File: config.mk
export PLATFORM = sky130hd
export DESIGN_NAME = wrpm_fifo
export DESIGN_NICKNAME = d
export VERILOG_FILES = /design/src/sv/wrpm_pkg.sv /design/src/sv/wrpm_fifo.sv
export SDC_FILE = /design/constraint.sdc
export NUM_CORES = 1
export LEC_CHECK = 0
export BUFFER_PORTS_ARGS = -buffer_cell sky130_fd_sc_hd__buf_4
export CAP_MARGIN = 30
export CORE_ASPECT_RATIO = 1.4
export CORE_MARGIN = 4
export CORE_UTILIZATION = 30
export DETAILED_ROUTE_END_ITERATION = 10
export GPL_ROUTABILITY_DRIVEN = 0
export RECOVER_POWER = 100
export SETUP_SLACK_MARGIN = 0.3
export SLEW_MARGIN = 40
export SYNTH_ARGS = -nofsm -noshare
export SYNTH_HDL_FRONTEND = slang
export SYNTH_SLANG_ARGS = --single-unit
File: constraint.sdc
create_clock -name clk -period 2.88 [get_ports clk]
set_clock_uncertainty 0.2 [all_clocks]
set_input_delay 0.864 -clock clk [delete_from_list [all_inputs] [get_ports clk]]
set_output_delay 0.864 -clock clk [all_outputs]
set_load 0.01 [all_outputs]
File: src/sv/wrpm_pkg.sv
// Shared constants, types and state encodings of the windowed RMS and peak meter.
package wrpm_pkg;

  localparam int MAX_CHANNELS_DEF      = 64;
  localparam int WINDOW_PERIODS_DEF    = 400;
  localparam int SAMPLE_BITS_DEF       = 24;
  localparam int MAX_PERIOD_FRAMES_DEF = 4096;

  localparam int CH_W        = 6;
  localparam int LEVEL_W     = 24;
  localparam int ACT_W       = 7;
  localparam int FRM_W       = 13;
  localparam int PSUM_W      = 58;
  localparam int HIST_SHIFT  = 12;
  localparam int HSUM_W      = PSUM_W - HIST_SHIFT;
  localparam int CFG_IDX_W   = 2;
  localparam int CFG_DATA_W  = 13;
  localparam int QUEUE_DEPTH = 4;

  localparam logic [LEVEL_W-1:0] FULL_SCALE = 24'd8388608;

  localparam logic [CFG_IDX_W-1:0] CFG_ACTIVE_CHANNELS   = 2'd0;
  localparam logic [CFG_IDX_W-1:0] CFG_FRAMES_PER_PERIOD = 2'd1;
  localparam logic [CFG_IDX_W-1:0] CFG_METER_ENABLE      = 2'd2;

  localparam logic [ACT_W-1:0] ACTIVE_RESET = 7'd1;
  localparam logic [FRM_W-1:0] FRAMES_RESET = 13'd256;

  typedef struct packed {
    logic [ACT_W-1:0] nch;
    logic             enable;
  } front_cfg_t;

  // one channel's period totals handed from front to back at period close
  typedef struct packed {
    logic [CH_W-1:0]    ch;
    logic [HSUM_W-1:0]  hsum;
    logic [LEVEL_W-1:0] peak;
    logic               last;
  } close_item_t;

  typedef struct packed {
    logic [CH_W-1:0]    ch;
    logic [LEVEL_W-1:0] rms;
    logic [LEVEL_W-1:0] peak;
    logic               last;
  } report_t;

  typedef enum logic [2:0] {
    F_IDLE,
    F_MUL,
    F_UPD,
    F_WALK_RD,
    F_WALK_PUSH
  } front_state_t;

  typedef enum logic [3:0] {
    B_CLEAR,
    B_IDLE,
    B_RD,
    B_UPD,
    B_SCAN,
    B_SCAN_END,
    B_DIV,
    B_SQRT,
    B_PUSH
  } back_state_t;

endpackage

File: src/sv/wrpm_fifo.sv
// Small first-in first-out queue of packed items.
module wrpm_fifo import wrpm_pkg::*; #(
  parameter int WIDTH = 8,
  parameter int DEPTH = QUEUE_DEPTH
) (
  input  logic             clk,
  input  logic             rst,
  input  logic             push,
  input  logic [WIDTH-1:0] wdata,
  output logic             full,
  input  logic             pop,
  output logic [WIDTH-1:0] rdata,
  output logic             empty
);

  localparam int PW = (DEPTH > 1) ? $clog2(DEPTH) : 1;

  logic [WIDTH-1:0] mem [DEPTH];
  logic [PW-1:0]    wptr;
  logic [PW-1:0]    rptr;
  logic [PW:0]      count;
  logic             do_push;
  logic             do_pop;

  assign full    = (count == (PW+1)'(DEPTH));
  assign empty   = (count == '0);
  assign do_push = push && !full;
  assign do_pop  = pop && !empty;
  assign rdata   = mem[rptr];

  always_ff @(posedge clk) begin
    if (rst) begin
      wptr  <= '0;
      rptr  <= '0;
      count <= '0;
    end else begin
      if (do_push) begin
        wptr <= (wptr == PW'(DEPTH-1)) ? '0 : wptr + 1'b1;
      end
      if (do_pop) begin
        rptr <= (rptr == PW'(DEPTH-1)) ? '0 : rptr + 1'b1;
      end
      count <= count + (PW+1)'(do_push) - (PW+1)'(do_pop);
    end
  end

  always_ff @(posedge clk) begin
    if (do_push) begin
      mem[wptr] <= wdata;
    end
  end

endmodule

==> results, run 1 <==
- Counting along the longest clock path gives a buffer depth of 2.
- The area added between synthesis and finish is 17.5%.
- The post-route DRC violation count is 0.
- Data on the critical path arrives at its endpoint at 2.52 ns.
- Of the post-synthesis cell area, the dominant cell type holds 0.587.
- After layout, the design draws a total of 1.59 mW.
- In this run, synthesis produced a sequential element count of 41.
- Before antenna repair, the detailed router went through 5 iterations.
- The synthesized net count is 112.
- Across all layers, the routed design uses 837 vias.
- The sum of negative setup slack is 0 ns.
- The global-route wire length before repair is 4530 um.
- The number of rows in the core area is 31.
- After clock tree synthesis, the clock-pin slew on the worst setup and hold paths is 0.08 ns.
- During I/O placement, the number of pins put on the boundary was 22.
- The clock insertion delay at the later pin of the skew report is 0.28 ns.
- The count of final max-slew check failures is 0.
- The floorplan step defined a core boundary enclosing 0.00524 mm^2.
- The dominant register cell in the synthesized netlist is sky130_fd_sc_hd__edfxtp_1.
- After synthesis, the share of flip-flops with an asynchronous set or reset is 0.
- The number of failing setup endpoints in the final timing report is 0.
- For the pin with the worst max-slew slack, the measured transition is 0.548 ns.
- The number of antenna diodes in the final layout is 0.
- The kind of critical path is reg2reg.
- For this design the ratio of total power to cell area is 828 mW/mm^2.
- The share of total power dissipated in combinational logic is 0.243.
- The residual antenna-violating net count after detailed routing is 0.
- TritonCTS built the clock tree.
- The portion of total power attributed to sequential cells is 0.482.
- Entering global routing, the biggest net connects 14 pins.
- The number of global-route vias before repair came to 897.
- The aggregate global-route resource usage is 0.0911.
- STA classifies the critical path endpoint as a flip-flop.
- For this configuration, the core starts out at a cell density of 0.313.
- The detailed-route wire length is 2690 um.
- The number of antenna violations at the first check in global routing is 0.
- The net count of the finished layout is 140.
- The clock share of power is 0.275.
- The root buffer cell chosen for the clock tree is sky130_fd_sc_hd__clkbuf_8.
- Data on the critical path is required at its endpoint by 2.86 ns.
- Counting the buffers created by CTS gives 5.
- Each instance of the synthesized netlist takes up on average 17.8 um^2.
- The filler-free cell count of the finished design is 187.
- The cell area after technology mapping is 0.00164 mm^2.
- The number of clock sinks seen by CTS is 41.
- The largest fanout of any net on the critical path is 5.
- The relative max-transition margin is 0.631.
- The count of maximum capacitance violations is 0.
- The distinct cell type count after synthesis is 25.
- The flow ran to the end, and the final reports show no timing, DRC or antenna violations.
- The total number of H-tree levels is 2.
- The number of warning messages in the yosys log is 0.
- The net switching power is 0.426 mW.
- The first routing iteration left 79 violations.
- The sequential area share after synthesis is 0.697.
- The number of hold buffers added after CTS was 0.
- Of the total power, the share spent switching nets is 0.268.
- The worst-case vdd ir drop is 461 uV.
- Cell internal power was estimated by the tool at 1.17 mW.
- The die outline area is 0.00672 mm^2.
- The die is 70.4 um wide.
- The routed design could run at a clock period as short as 2.54 ns.
- By area the synthesized netlist is led by sky130_fd_sc_hd__edfxtp_1 59%, sky130_fd_sc_hd__dfxtp_1 11%, sky130_fd_sc_hd__mux4_2 11%.
- The die extent in y is 95.4 um.
- In this run, synthesis inferred 32 flip-flops with an integrated enable.
- The upper clock frequency limit is 0.394 GHz.
- In the routed layout, each cell is associated on average with a via count of 4.48.
- The post-placement cell count is 177.
- The HPWL after detailed placement is 1900 um.
- In this run the static leakage power is 0.677 nW.
- The nature of the critical path startpoint is a flip-flop.
- The path class of the tightest hold or removal check is reg2reg.
- During placement, the flow inserted port buffers numbering 21.
- The leftover overflow at the end of global routing is 0.
- Synthesis produced a netlist whose cell count is 92.
- In the finished design, the share of the clock period the worst path needs comes to 0.881.
- The average detailed-routed wire length per instance is 14.4 um.
- The cell taking the most area after synthesis is sky130_fd_sc_hd__edfxtp_1.
- The number of hold violations in the final report is 0.
- The ratio of cells with drive above 1 in the final layout is 0.182.
- Setup repair after global routing left no endpoint under its margin.
==> metal layers <==
layer / routed length, um / GRT usage / share of wire / vias to the layer above
met3: 142 / 0.0285 / 0.053 / 5
met5: 0 / 0 / 0 / -
li1: - / - / - / 401
met1: 1060 / 0.100 / 0.39 / 409
met2: 1460 / 0.162 / 0.54 / 22
met4: 30 / 0.0383 / 0.011 / 0
==> stage by stage <==
step | cell area (um^2) | hold slack, ns | setup WS [ns] | utilization
CTS | 1980 | 0.303 | 0.304 | 0.378
detailed placement | 1870 | 0.287 | 0.0877 | 0.356
floorplan | 1640 | 0.256 | 0.329 | -
finish | 1920 | 0.293 | 0.343 | 0.368
global route | 1920 | 0.340 | 0.170 | 0.368
global placement | 1870 | 0.282 | 0.180 | 0.356
==> cells in the final DEF (no fill, tap or decap), types with 2 or more instances in the layout <==
master                     count
sky130_fd_sc_hd__edfxtp_1     32
sky130_fd_sc_hd__clkbuf_1     19
sky130_fd_sc_hd__inv_1         8
sky130_fd_sc_hd__mux4_2        8
sky130_fd_sc_hd__dfxtp_1       8
sky130_fd_sc_hd__ha_1          7
sky130_fd_sc_hd__clkbuf_8      5
sky130_fd_sc_hd__and3_1        4
sky130_fd_sc_hd__nor3_1        2
sky130_fd_sc_hd__nor2b_1       2
sky130_fd_sc_hd__nand3_1       2
sky130_fd_sc_hd__a21oi_1       2
sky130_fd_sc_hd__nor2_1        2
sky130_fd_sc_hd__xnor2_1       2
sky130_fd_sc_hd__clkbuf_4      2
sky130_fd_sc_hd__buf_4         2
==> path summary, 6_finish.rpt <==
check                                     startpoint             endpoint  slack, ns  cells after the start
worst max-delay path             count[1]$_SDFF_PP0_  count[2]$_SDFF_PP0_       0.34                      9
worst min-delay path            rptr[0]$_SDFFE_PP0N_            flip-flop       0.29                      2
worst max register to register   count[1]$_SDFF_PP0_  count[2]$_SDFF_PP0_       0.34                      9
worst min register to register  rptr[0]$_SDFFE_PP0N_            flip-flop       0.29                      2
==> flip-flops by register name, indices dropped and copies added, names as in the netlist, named ones only <==
register and cells:
rptr 2, mem 32, count 3, wptr 2
==> Yosys cell counts (2+ instances only) <==
library cell	number
sky130_fd_sc_hd__edfxtp_1	32
sky130_fd_sc_hd__dfxtp_1	9
sky130_fd_sc_hd__inv_1	8
sky130_fd_sc_hd__mux4_2	8
sky130_fd_sc_hd__ha_1	7
sky130_fd_sc_hd__and3_1	3
sky130_fd_sc_hd__a21oi_1	2
sky130_fd_sc_hd__nand3_1	2
sky130_fd_sc_hd__nor2_1	2
sky130_fd_sc_hd__nor2b_1	2
sky130_fd_sc_hd__nor3_1	2
sky130_fd_sc_hd__xnor2_1	2
==> worst max-delay path: stages (launching register included) <==
cell,delay (ns)
sky130_fd_sc_hd__dfxtp_1,0.35
sky130_fd_sc_hd__o31ai_1,0.52
sky130_fd_sc_hd__inv_1,0.09
sky130_fd_sc_hd__ha_1,0.29
sky130_fd_sc_hd__inv_1,0.04
sky130_fd_sc_hd__ha_1,0.18
sky130_fd_sc_hd__fa_1,0.38
sky130_fd_sc_hd__xnor2_1,0.17
sky130_fd_sc_hd__xnor2_1,0.15
sky130_fd_sc_hd__nor2_1,0.05
==> logic make-up after synthesis <==
logic type               synth area share
adder cells (fa/ha/maj)            0.0657
flip-flops                          0.697
AO/OA/AOI/OAI                      0.0229
XOR/XNOR                           0.0107
multiplexers                        0.116
AND/OR/NAND/NOR                    0.0573
buffers and inverters              0.0306
==> layout make-up <==
class | count | area, um^2
clock buffers | 5 | 68.8
flip-flops and latches | 41 | 1140
multi-input cells | 40 | 443
fillers | 523 | 3310
inverters | 8 | 30.0
repair buffers | 24 | 116
well taps | 66 | 82.6
clock inverters | 3 | 41.3
==> power groups by stage <==
stage | Sequential (mW) | Combinational (mW) | Clock, mW
floorplan | 0.760 | 0.289 | 0
global placement | 0.772 | 0.416 | 0
detailed placement | 0.780 | 0.438 | 0
CTS | 0.767 | 0.443 | 0.453
global route | 0.777 | 0.443 | 0.487
finish | 0.767 | 0.388 | 0.438
==> what timing repair did <==
action / 4_1_cts / 5_1_grt
buffers inserted: 0 / 2
pin swaps: 0 / 1
setup endpoints to repair: 1 / 9
gates resized for setup: 1 / 5
gates cloned: 0 / 0
(Power assumes the default switching activity.)
==> inputs of run 2 (changes only) <==
--- a/config.mk
+++ b/config.mk
@@ -10,5 +10,5 @@
 export CORE_ASPECT_RATIO = 1.4
 export CORE_MARGIN = 4
-export CORE_UTILIZATION = 30
+export CORE_UTILIZATION = 40
 export DETAILED_ROUTE_END_ITERATION = 10
 export GPL_ROUTABILITY_DRIVEN = 0
--- a/constraint.sdc
+++ b/constraint.sdc
@@ -3,3 +3,3 @@
 set_input_delay 0.864 -clock clk [delete_from_list [all_inputs] [get_ports clk]]
 set_output_delay 0.864 -clock clk [all_outputs]
-set_load 0.01 [all_outputs]
+set_load 0.02 [all_outputs]
==> run 2 against run 1 <==
Against the previous run:
- non-clock buffer count shrank 2
- combinational power grew 6.7%
- core utilization grew 11 points
- flip-flop and latch count is the same
- global-route usage grew 2.3 points
- maximum frequency shrank 0.81%
- total power grew 1.6%
- clock power is essentially flat
- register-to-register slack lost 0.02 ns
- via count shrank 1.2%
- largest power group unchanged
- setup slack lost 0.021 ns
- largest cell class unchanged
- worst hold slack gained 0.0092 ns
==> results, run 2 (synthesis gave the netlist of run 1 again) <==
- Outcome: complete, no violations (unchanged).
- The most common cell after layout, fill and taps aside is sky130_fd_sc_hd__edfxtp_1 (unchanged).
- The number of vias after detailed routing came to 827 (was 837).
- The via density per instance came to 5.10 (was 4.48).
- The worst hold-check slack was 0.302 ns (was 0.293 ns).
- Highest-count cells in the layout ignoring fill and taps: 32 x sky130_fd_sc_hd__edfxtp_1, 18 x sky130_fd_sc_hd__clkbuf_1, 8 x sky130_fd_sc_hd__inv_1, 8 x sky130_fd_sc_hd__mux4_2 (was 32 x sky130_fd_sc_hd__edfxtp_1, 19 x sky130_fd_sc_hd__clkbuf_1, 8 x sky130_fd_sc_hd__inv_1, 8 x sky130_fd_sc_hd__mux4_2, 8 x sky130_fd_sc_hd__dfxtp_1).
- The relative max-transition margin is 0.673 (was 0.631).
- The number of clock sinks seen by CTS is 41 (unchanged).
- The starting utilization of the core area is 0.414 (was 0.313).
- The worst-case vdd ir drop came to 588 uV (was 461 uV).
- The number of I/O pins was 22 (unchanged).
- The required time of the critical path came to 2.86 ns (about the same).
- The aggregate global-route resource usage came to 0.114 (was 0.0911).
- The number of fillers in the final layout is 357 (was 523).
- The number of buffers inserted to repair setup after CTS is 0 (unchanged).
- The endpoint type of the worst setup path is a flip-flop (unchanged).
- The detailed-route wire length is 2560 um (was 2690 um).
- The number of hold violations in the final report was 0 (unchanged).
- The count of final max-slew check failures is 0 (unchanged).
- The transition at the pin with the smallest max-transition slack is 0.487 ns (was 0.548 ns).
- The number of failing setup endpoints in the final timing report was 0 (unchanged).
- The TritonCTS clock tree is done (unchanged).
- The largest fanout of any net on the critical path came to 9 (was 5).
- The count of maximum capacitance violations is 0 (unchanged).
- The total leakage power came to 0.675 nW (was 0.677 nW).
- The count of routing violations after the opening detailed-route iteration is 23 (was 79).
- The critical path arrival is 2.54 ns (was 2.52 ns).
- The die outline area was 0.00520 mm^2 (was 0.00672 mm^2).
- The post-layout net count is 138 (was 140).
- The port buffer count is 21 (unchanged).
- The time the worst path needs with I/O delays and setup is 2.56 ns (was 2.54 ns).
- The share of the clock period used by the worst path after layout is 0.888 (was 0.881).
- The core footprint came to 0.00395 mm^2 (was 0.00524 mm^2).
- The area added between synthesis and finish is 14.9% (was 17.5%).
- The register with the most flip-flops was mem (unchanged).
- The internal reg-to-reg setup slack came to 0.32 ns (was 0.34 ns).
- The number of antenna violations at the first check in global routing is 0 (unchanged).
- The post-route standard cell area excluding fillers is 0.00188 mm^2 (was 0.00192 mm^2).
- The post-cts sizing count came to 1 (unchanged).
- The die extent in y is 83.7 um (was 95.4 um).
- The residual antenna-violating net count after detailed routing came to 0 (unchanged).
- The number of flip-flops in the largest register was 32 (unchanged).
- Registers with the most flip-flops: mem x32, count x3 (unchanged).
- The CTS buffer count is 5 (unchanged).
- The HPWL after detailed placement is 1790 um (was 1900 um).
- The clock-pin transition on the worst setup and hold timing paths is 0.07 ns (was 0.08 ns).
- The total number of H-tree levels is 2 (unchanged).
- The largest net degree at the start of global routing is 13 (was 14).
- The maximum buffer depth of the clock tree is 2 (unchanged).
- The global-route wire length before repair was 4170 um (was 4530 um).
- The number of iterations in the first detailed-routing pass is 4 (was 5).
- The upper clock frequency limit is 0.391 GHz (was 0.394 GHz).
- The post-detailed-placement cell area is 0.00184 mm^2 (was 0.00187 mm^2).
- The average detailed-routed wire length per instance is 15.8 um (was 14.4 um).
- The ratio of cells with drive above 1 in the final layout is 0.185 (was 0.182).
- The cell chosen for the clock root is sky130_fd_sc_hd__clkbuf_8 (unchanged).
- The kind of critical path is reg2reg (unchanged).
- The utilization of the core after routing is 0.476 (was 0.368).
- Unrepaired setup endpoints after global routing: no (unchanged).
- The sum of negative setup slack is 0 ns (unchanged).
- The class of the tightest hold or removal check is reg2reg (unchanged).
- The nature of the critical path startpoint was a flip-flop (unchanged).
- The power density relative to cell area is 860 mW/mm^2 (was 828 mW/mm^2).
- The count of inserted antenna diode cells is 0 (unchanged).
- The total of hold buffers inserted after clock tree synthesis was 0 (unchanged).
- The clock insertion delay at the later pin of the skew report is 0.28 ns (about the same).
- The number of rows in the core area came to 27 (was 31).
- The number of global-route vias before repair is 834 (was 897).
- The leftover overflow at the end of global routing came to 0 (unchanged).
- The overall die width was 62.1 um (was 70.4 um).
- The post-route DRC violation count was 0 (unchanged).
## run 2: per-stage QoR
step	worst slack, ns	power [mW]	instances
after floorplan	0.329	1.09	92
after global placement	0.163	1.24	154
after detailed placement	0.127	1.25	154
after CTS	0.314	1.69	162
after global routing	0.156	1.72	162
final	0.323	1.62	162
## run 2: worst max-delay path, cell delays in order (launching register included)
cell and delay, ns:
sky130_fd_sc_hd__dfxtp_1 0.36, sky130_fd_sc_hd__or3b_1 0.51, sky130_fd_sc_hd__and2_0 0.23, sky130_fd_sc_hd__inv_1 0.07
sky130_fd_sc_hd__ha_1 0.13, sky130_fd_sc_hd__inv_1 0.04, sky130_fd_sc_hd__ha_1 0.18, sky130_fd_sc_hd__fa_1 0.37
sky130_fd_sc_hd__xnor2_1 0.18, sky130_fd_sc_hd__xnor2_1 0.14, sky130_fd_sc_hd__nor2_1 0.05
## run 2: layout make-up
class                      count  area, um^2  share of cell area
clock inverter                 2        33.8              0.0180
clock buffer                   6        72.6              0.0386
timing repair buffer          22         105              0.0559
tap                           43        53.8              0.0286
multi-input combinational     40         443               0.235
sequential                    41        1140               0.608
inverter                       8        30.0              0.0160
## run 2: power by group
group          internal (mW)  leakage [nW]  switching (mW)
registers              0.723         0.368          0.0433
clock network          0.256        0.0528           0.182
logic                  0.181         0.254           0.233
## run 2: final timing paths
path / startpoint / to / cells past startpoint
hold / removal: rptr[0]$_SDFFE_PP0N_ / flip-flop / 2
hold reg to reg: rptr[0]$_SDFFE_PP0N_ / flip-flop / 2
setup reg to reg: count[1]$_SDFF_PP0_ / count[2]$_SDFF_PP0_ / 10
setup / recovery: count[1]$_SDFF_PP0_ / count[2]$_SDFF_PP0_ / 10
## run 2: per-layer routing
layer | track usage | wire length (um)
met1 | 0.137 | 981
met2 | 0.181 | 1360
met3 | 0.0372 | 166
met4 | 0.0463 | 52
met5 | 0 | 0
==> inputs of run 3 (changes only) <==
ABC_AREA = 1   (was default)
==> run 3 against run 2 <==
Against the previous run:
- combinational power increased by 48%
- critical path depth decreased by 6
- clock power decreased by 8.0%
- via count increased by 30%
- flip-flop and latch count unchanged
- count of clock-buffer cells in the layout increased by 1
- die area increased by 3.2%
- total power increased by 12%
- sequential power increased by 4.7%
- largest power group unchanged
==> results, run 3 <==
- Most numerous cell types in the synthesized netlist: 32 x sky130_fd_sc_hd__edfxtp_1, 32 x sky130_fd_sc_hd__nor2_1, 17 x sky130_fd_sc_hd__inv_1 (was 32 x sky130_fd_sc_hd__edfxtp_1, 9 x sky130_fd_sc_hd__dfxtp_1, 8 x sky130_fd_sc_hd__inv_1, 8 x sky130_fd_sc_hd__mux4_2, 7 x sky130_fd_sc_hd__ha_1).
- The residual antenna-violating net count after detailed routing is 0 (unchanged).
- The number of warning messages in the yosys log was 0 (unchanged).
- The number of antenna violations at the first check in global routing was 0 (unchanged).
- The CTS buffer count came to 5 (unchanged).
- The largest net degree at the start of global routing is 17 (was 13).
- Registers with the most flip-flops: mem x32, count x3 (unchanged).
- The number of cells traversed by the worst register-to-register path is 9 (was 10).
- The number of failing setup endpoints in the final timing report is 0 (unchanged).
- The synthesis-stage register bit count came to 41 (unchanged).
- The cell chosen for the clock root is sky130_fd_sc_hd__clkbuf_8 (unchanged).
- The clock insertion delay at the later pin of the skew report is 0.29 ns (was 0.28 ns).
- The number of global-route vias before repair is 1114 (was 834).
- The via density per instance is 4.93 (was 5.10).
- The count of final max-slew check failures is 0 (unchanged).
- The area used by multi-input combinational logic came to 453 um^2 (was 443 um^2).
- The TritonCTS clock tree is done (unchanged).
- Top cells by area in the synthesized netlist: sky130_fd_sc_hd__edfxtp_1 57%, sky130_fd_sc_hd__dfxtp_1 11%, sky130_fd_sc_hd__nor2_1 7.1% (was sky130_fd_sc_hd__edfxtp_1 59%, sky130_fd_sc_hd__dfxtp_1 11%, sky130_fd_sc_hd__mux4_2 11%).
- The cell-internal power is 1.17 mW (was 1.16 mW).
- The switching fraction of total power was 0.357 (was 0.283).
- The number of enable-type register cells in the synthesized netlist is 32 (unchanged).
- The worst-case vdd ir drop was 451 uV (was 588 uV).
- The net switching power is 0.649 mW (was 0.458 mW).
- The post-layout net count came to 194 (was 138).
- The synthesized net count was 163 (was 112).
- The cell taking the most area after synthesis is sky130_fd_sc_hd__edfxtp_1 (unchanged).
- The post-route DRC violation count was 0 (unchanged).
- The die extent in y is 85.1 um (was 83.7 um).
- The share of flip-flops with an asynchronous set or reset after synthesis is 0 (unchanged).
- The port buffer count is 21 (unchanged).
- The nature of the critical path startpoint is a flip-flop (unchanged).
- The detailed-route wire length is 2920 um (was 2560 um).
- The ratio of cells with drive above 1 in the final layout was 0.103 (was 0.185).
- The distinct cell type count after synthesis is 20 (was 25).
- The largest fanout of any net on the critical path is 9 (unchanged).
- The kind of critical path is reg2out (was reg2reg).
- The starting utilization of the core area was 0.422 (was 0.414).
- The critical path arrival is 1.51 ns (was 2.54 ns).
- The upper clock frequency limit is 0.389 GHz (was 0.391 GHz).
- The required time of the critical path is 1.82 ns (was 2.86 ns).
- The average detailed-routed wire length per instance was 13.4 um (was 15.8 um).
- The clock share of power came to 0.222 (was 0.270).
- The HPWL after detailed placement is 2100 um (was 1790 um).
- The area of all sequential standard cells is 0.00114 mm^2 (about the same).
- The cell area after technology mapping was 0.00170 mm^2 (was 0.00164 mm^2).
- The die outline area is 0.00537 mm^2 (was 0.00520 mm^2).
- The number of vias after detailed routing came to 1074 (was 827).
- The total number of H-tree levels is 2 (unchanged).
- The maximum buffer depth of the clock tree came to 2 (unchanged).
- The aggregate global-route resource usage is 0.124 (was 0.114).
- The portion of total power attributed to sequential cells is 0.441 (was 0.474).
- The dominant register cell in the synthesized netlist is sky130_fd_sc_hd__edfxtp_1 (unchanged).
- The power density relative to cell area is 937 mW/mm^2 (was 860 mW/mm^2).
- The post-detailed-placement cell area is 0.00192 mm^2 (was 0.00184 mm^2).
- The overall die width is 63.1 um (was 62.1 um).
- The leftover overflow at the end of global routing came to 0 (unchanged).
- The number of rows in the core area came to 27 (unchanged).
- Highest-count cells in the layout ignoring fill and taps: 32 x sky130_fd_sc_hd__nor2_1, 32 x sky130_fd_sc_hd__edfxtp_1, 21 x sky130_fd_sc_hd__clkbuf_1 (was 32 x sky130_fd_sc_hd__edfxtp_1, 18 x sky130_fd_sc_hd__clkbuf_1, 8 x sky130_fd_sc_hd__inv_1, 8 x sky130_fd_sc_hd__mux4_2).
- The hold path depth is 2 (unchanged).
- The share of the synthesized area in the top cell type is 0.566 (was 0.587).
- The time the worst path needs with I/O delays and setup is 2.57 ns (was 2.56 ns).
- The number of fillers in the final layout is 384 (was 357).
- The core footprint was 0.00402 mm^2 (was 0.00395 mm^2).
- The average cell area after synthesis is 11.9 um^2 (was 17.8 um^2).
- The number of hold violations in the final report came to 0 (unchanged).
- The total of hold buffers inserted after clock tree synthesis came to 0 (unchanged).
- The total leakage power is 0.747 nW (was 0.675 nW).
- The count of mapped cells out of synthesis was 143 (was 92).
- The sequential area share after synthesis is 0.672 (was 0.697).
- The share of the clock period used by the worst path after layout is 0.893 (was 0.888).
- The clock-pin transition on the worst setup and hold timing paths is 0.07 ns (about the same).
- The post-route standard cell area excluding fillers is 0.00194 mm^2 (was 0.00188 mm^2).
- Outcome: complete, no violations (unchanged).
- The relative max-transition margin was 0.619 (was 0.673).
- The register with the most flip-flops was mem (unchanged).
- Unrepaired setup endpoints after global routing: no (unchanged).
- The endpoint type of the worst setup path was an output pin (was flip-flop).
- The sum of negative setup slack came to 0 ns (unchanged).
- The number of iterations in the first detailed-routing pass was 4 (unchanged).
- The area added between synthesis and finish came to 14.4% (was 14.9%).
- The count of maximum capacitance violations is 0 (unchanged).
- The transition at the pin with the smallest max-transition slack was 0.572 ns (was 0.487 ns).
- The count of inserted antenna diode cells is 0 (unchanged).
- The global-route wire length before repair came to 5070 um (was 4170 um).
- The class of the tightest hold or removal check was reg2reg (unchanged).
- The count of routing violations after the opening detailed-route iteration is 40 (was 23).
- The share of power burned in combinational logic is 0.337 (was 0.256).
- The number of I/O pins is 22 (unchanged).
- The number of flip-flops in the largest register is 32 (unchanged).
- The number of clock sinks seen by CTS came to 41 (unchanged).
-- run 3: changes by cell type after synthesis, moves of 2 or more --
cell / change
sky130_fd_sc_hd__mux4_2: -8
sky130_fd_sc_hd__inv_1: +9
sky130_fd_sc_hd__nand2_1: +7
sky130_fd_sc_hd__nor2b_1: -2
sky130_fd_sc_hd__o21ai_0: +12
sky130_fd_sc_hd__nor3_1: -2
sky130_fd_sc_hd__o22ai_1: +8
sky130_fd_sc_hd__nand3b_1: +2
sky130_fd_sc_hd__and3_1: -3
sky130_fd_sc_hd__o21ai_2: +3
sky130_fd_sc_hd__nor2_1: +30
-- run 3: power groups by stage --
stage	combinational [mW]	clock [mW]	sequential, mW
final	0.613	0.403	0.803
after global placement	0.677	0	0.813
after detailed placement	0.703	0	0.816
after global routing	0.709	0.440	0.817
after CTS	0.706	0.417	0.805
after floorplan	0.471	0	0.797
-- run 3: final timing paths --
kind,to,from,slack [ns]
setup / recovery,rdata[0],flip-flop,0.31
setup reg to reg,count[1]$_SDFF_PP0_,count[1]$_SDFF_PP0_,0.75
hold / removal,wptr[1]$_SDFFE_PP0P_,wptr[1]$_SDFFE_PP0P_,0.35
hold reg to reg,wptr[1]$_SDFFE_PP0P_,wptr[1]$_SDFFE_PP0P_,0.35
-- run 3: layer usage --
| metal | up-vias | routed length (um) | GRT usage |
|---|---|---|---|
| met5 | - | 0 | 0 |
| met2 | 20 | 1550 | 0.232 |
| li1 | 545 | - | - |
| met1 | 505 | 1230 | 0.124 |
| met3 | 4 | 106 | 0.0371 |
| met4 | 0 | 35 | 0.0542 |
-- run 3: logic make-up (layout without fill, tap and decap cells) --
group / after synthesis / after routing / synth area share
simple gates: 46 / 46 / 0.114
flops: 41 / 41 / 0.672
compound gates: 27 / 27 / 0.0921
fa+ha+maj: 8 / 8 / 0.0634
buf+inv: 20 / 52 / 0.0531
xor+xnor: 1 / 1 / 0.00516
-- run 3: final cells by class --
class / instances / share of cell area
timing repair buffer: 26 / 0.0619
inverter: 18 / 0.0348
tap: 43 / 0.0277
sequential: 41 / 0.590
multi-input combinational: 82 / 0.233
clock inverter: 1 / 0.00258
clock buffer: 7 / 0.0503
-- run 3: critical path, stage by stage, from the launching register on --
cell                       delay [ns]
sky130_fd_sc_hd__dfxtp_1         0.41
sky130_fd_sc_hd__inv_1           0.26
sky130_fd_sc_hd__o21ai_0         0.14
sky130_fd_sc_hd__o22ai_1         0.16
sky130_fd_sc_hd__clkbuf_1        0.26
-- run 3: per-stage QoR --
step	power, mW	instances	worst slack, ns	hold WS (ns)	util
6_report	1.82	218	0.307	0.347	0.483
5_1_grt	1.97	218	0.156	0.378	0.483
4_1_cts	1.93	218	0.393	0.352	0.505
3_5_place_dp	1.52	210	0.447	0.334	0.479
3_3_place_gp	1.49	210	0.496	0.310	0.479
2_1_floorplan	1.27	143	0.651	0.283	-
-- run 3: what timing repair did --
item / in CTS / in global routing
setup buffers: 0 / 0
gates resized for setup: 2 / 1
endpoints found under the setup margin: 2 / 1
gates cloned: 0 / 0
